File: src/hw/rtl/icmb_ram.sv
`default_nettype none

module icmb_ram #(
    parameter int WIDTH = 8,
    parameter int DEPTH = 256
) (
    input  wire logic                     clk,
    input  wire logic                     we,
    input  wire logic [$clog2(DEPTH)-1:0] waddr,
    input  wire logic [WIDTH-1:0]         wdata,
    input  wire logic                     re,
    input  wire logic [$clog2(DEPTH)-1:0] raddr,
    output logic      [WIDTH-1:0]         rdata
);

    logic [WIDTH-1:0] mem [DEPTH];

    always_ff @(posedge clk)
    begin
        if (we)
        begin
            mem[waddr] <= wdata;
        end
        if (re)
        begin
            rdata <= mem[raddr];
        end
    end

endmodule

`default_nettype wire

File: config.mk
export PLATFORM = sky130hd
export DESIGN_NAME = icmb_ram
export DESIGN_NICKNAME = d
export VERILOG_FILES = /design/src/hw/rtl/icmb_ram.sv
export SDC_FILE = /design/constraint.sdc
export NUM_CORES = 2
export LEC_CHECK = 0
export ABC_AREA = 1
export BUFFER_PORTS_ARGS = -buffer_cell sky130_fd_sc_hd__buf_2
export CORE_UTILIZATION = 40
export CTS_BUF_LIST = sky130_fd_sc_hd__clkbuf_4
export DETAILED_ROUTE_END_ITERATION = 6
export PLACE_DENSITY = 0.62
export SYNTH_ARGS = -nofsm -noshare
export SYNTH_HDL_FRONTEND = slang
export SYNTH_SLANG_ARGS = --single-unit
export TNS_END_PERCENT = 50
File: constraint.sdc
create_clock -name clk -period 2.25 [get_ports clk]
set_input_delay 0.5625 -clock clk [delete_from_list [all_inputs] [get_ports clk]]
set_output_delay 0.5625 -clock clk [all_outputs]
set_load 0.03 [all_outputs]
==> key figures <==
Outcome
  – Result of the run: finished with violations
  – Violated checks: negative setup slack

Drt
  – Via Count: 58,951
  – WL final: 243,000 µm
  – Drt drc: 0
  – First-pass iteration count of the detailed router: 6
  – Average detailed-routed wire length per instance: 22.0 µm
  – DRC marker count from the first detailed-route iteration: 6,899
  – Remaining number of nets flagged by the antenna check after routing: 0
  – Detailed-route vias per instance: 5.35

Worst setup path
  – Critical Path End Type: primary output
  – Startpoint kind of the worst setup timing path: flip-flop
  – Cell family contributing the most delay on the critical path: flip-flops
  – Type of the setup path with the least slack: reg -> out
  – Slowest stage delay, CP: 0.51 ns
  – Slowest library cell on the worst path: edfxtp_1
  – Arrival time reported for the critical path endpoint: 2.05 ns
  – Req. time, crit path: 1.69 ns
  – Crit path cell chain: buf_6
  – Peak fanout along the critical path: 1
  – Number of buffer and inverter stages on the critical path: 1

Layout
  – Share of the core filled with cells in the final layout: 0.479
  – Fraction of final layout cells with drive strength greater than 1: 0.199
  – Nets@finish: 7,926
  – Relative area change from synthesis to final layout: 19.0%
  – Final std cells w/o fill: 11,019
  – Filler cell count in the final layout: 18,671
  – Total area of multi-input combinational cells: 0.0192 mm²
  – Combined flip-flop and latch cell area: 0.0617 mm²

Die
  – Cell row count: 167
  – Area of the core: 0.207 mm²
  – Chip width: 459 µm
  – Effective utilization at floorplan: 0.403
  – Die Y-Extent: 459 µm
  – Die footprint: 0.211 mm²
  – IO Count: 35

Power
  – Power share of the clock group: 0.394
  – Switching power: 18.9 mW
  – Fraction of power consumed by sequential logic: 0.533
  – Part of the power in combinational logic: 0.073
  – Pwr Density: 798 mW/mm²
  – Static Leak: 36.4 nW
  – Switching Fraction: 0.238
  – Internal power contribution: 60.3 mW
  – Maximum vdd drop: 505 µV

STA
  – Unrepaired setup endpoints after global routing: yes
  – Final sum of negative setup slack: -2.14 ns
  – Tightest Pin Transition: 0.865 ns
  – Worst clock skew: 0.0890 ns
  – Fin worst setup slack: -0.366 ns
  – Max-slew headroom at the worst pin: 0.422
  – Final worst path period share: 1.16
  – Max frequency: 382 MHz
  – Slew Viols, Final: 0
  – Post-layout min period: 2.62 ns
  – Setup-failing EPs final: 8
  – Number of hold violations in the final report: 0

Job
  – Max-capacitance violation count: 0

Synth
  – Area share of and/or/nand/nor cells after synthesis: 0.229
  – Net count after synthesis: 7,030
  – Warnings, synthesis: 0
  – Xor/xnor cell area share of the yosys netlist: 0
  – Compound-cell area share of the yosys netlist: 0
  – Total of flip-flops plus latches after synthesis: 2,056
  – Multiplexer area fraction after synthesis: 0
  – Area of the mapped netlist: 0.0835 mm²
  – Post-Synth Adder-Cell Area: 0
  – Share of the yosys chip area belonging to registers: 0.740
  – Synth unique cells: 13
  – Largest family of logic cells by synthesized area: simple AND/OR/NAND/NOR gates
  – Syn Inst Count: 7,003
  – Mean instance size in the synthesized netlist: 11.9 µm²

GRT
  – Global-route wire length before repair: 364,000 µm
  – Vias in the first global route: 58,190
  – Number of antenna violations at the first check in global routing: 9
  – Maximum number of pins on one net before global-route repair: 83
  – Overall routing resource usage: 0.229
  – Remaining Overflow, GRT: 0

Clock tree
  – CTS tree: done
  – Insertion delay of the later-clocked pin in the worst-skew pair: 1.34 ns
  – Cts bufs inserted: 542
  – Buffer count from post-CTS setup fixing: 0
  – CTS Root Cell: clkbuf_4
  – Clock tree buffer depth: 4
  – Maximum level of the CTS H-tree: 6
  – Clock transition time at the flip-flop clock pins of the worst setup and hold paths: 0.06 ns
  – # clock sinks: 2,056

Placed design
  – IO buf count: 34
  – Number of instances in the placed design: 10,128
  – Final weighted congestion in routability-driven placement: 0.882
  – Detailed placer's ending HPWL: 153,000 µm

Worst hold path
  – Class of the tightest hold or removal check: in -> reg
==> power by group through the flow <==
stage	Combinational (mW)	Sequential [mW]	Clock, mW
3_3_place_gp	5.63	43.1	0
2_1_floorplan	2.61	43.1	0
5_1_grt	6.16	42.2	33.9
3_5_place_dp	5.69	43.1	0
4_1_cts	5.74	42.2	31.9
6_report	5.76	42.2	31.2
==> Yosys cell counts, drive strengths merged <==
library cell	instances	area share
inv	39	0.0018
nor2	283	0.013
nand2	2123	0.095
edfxtp	2056	0.74
buf	371	0.024
clkbuf	112	0.0050
nand3	2019	0.12
==> path summary, 6_finish.rpt <==
| check | start | endpoint | slack (ns) | cells after the start |
|---|---|---|---|---|
| setup reg to reg | mem[201][0]$_DFFE_PP_ | rdata[0]$_DFFE_PP_ | 0.18 | 10 |
| hold / removal | wdata[6] | mem[73][6]$_DFFE_PP_ | 0.11 | 2 |
| setup / recovery | rdata[4]$_DFFE_PP_ | rdata[4] | -0.37 | 1 |
| hold reg to reg | mem[186][3]$_DFFE_PP_ | rdata[3]$_DFFE_PP_ | 1.10 | 10 |
==> flip-flops by register name (all words and copies together) (netlist names) <==
name and count:
mem 2048, rdata 8
==> cell type report <==
class,instances,share of cell area
multi-input combinational,4425,0.193
timing repair buffer,835,0.0846
tap,2788,0.0351
inverter,39,0.00181
sequential,2056,0.622
clock inverter,88,0.00478
clock buffer,779,0.0589
antenna,9,0.000227
==> logic make-up (layout without fill, tap and decap cells) <==
group | after synthesis | in the layout
AND/OR/NAND/NOR | 4425 | 4425
flip-flops | 2056 | 2056
buffers and inverters | 522 | 1741
other | 0 | 9
==> routing by layer <==
layer | global-route usage | routed length [µm]
met2 | 0.370 | 116000
met3 | 0.0442 | 21600
met1 | 0.307 | 97400
met5 | 0 | 0
met4 | 0.0853 | 7420
==> metrics by stage <==
step	instance area, µm²	setup slack, ns	hold slack [ns]	power [mW]
3_3_place_gp	92800	-0.698	0.840	48.7
4_1_cts	99300	-0.486	0.00603	79.9
3_5_place_dp	92800	-0.671	0.839	48.8
5_1_grt	99300	-0.449	0.0235	82.2
2_1_floorplan	83500	0.196	0.661	45.7
6_report	99300	-0.366	0.107	79.2
==> worst reg2reg max path: stages, from the launching register on <==
cell	delay (ns)
edfxtp_1	0.37
nand2_1	0.08
nand3_1	0.07
nand3_1	0.09
nand3_1	0.18
nand3_1	0.18
nand3_1	0.19
nand3_1	0.27
nand2_1	0.09
nand2_1	0.16
nand2_1	0.09
==> cells in the final DEF (no fill, tap or decap), types with 11 or more instances in the layout <==
master	n
clkinv_1	61
edfxtp_1	2056
nor2_1	283
buf_4	626
nand2_1	2117
dlygate4sd3_1	15
inv_1	34
clkbuf_4	779
buf_2	14
buf_12	161
buf_8	11
nand3_1	2019
inv_2	17
==> what timing repair did <==
action                                   CTS  global route
resized for setup                         16             0
hold endpoints to repair                2071             0
endpoints found under the setup margin     8             8
hold buffers                              15             0
Note: power is estimated with default switching activity, not from simulation.
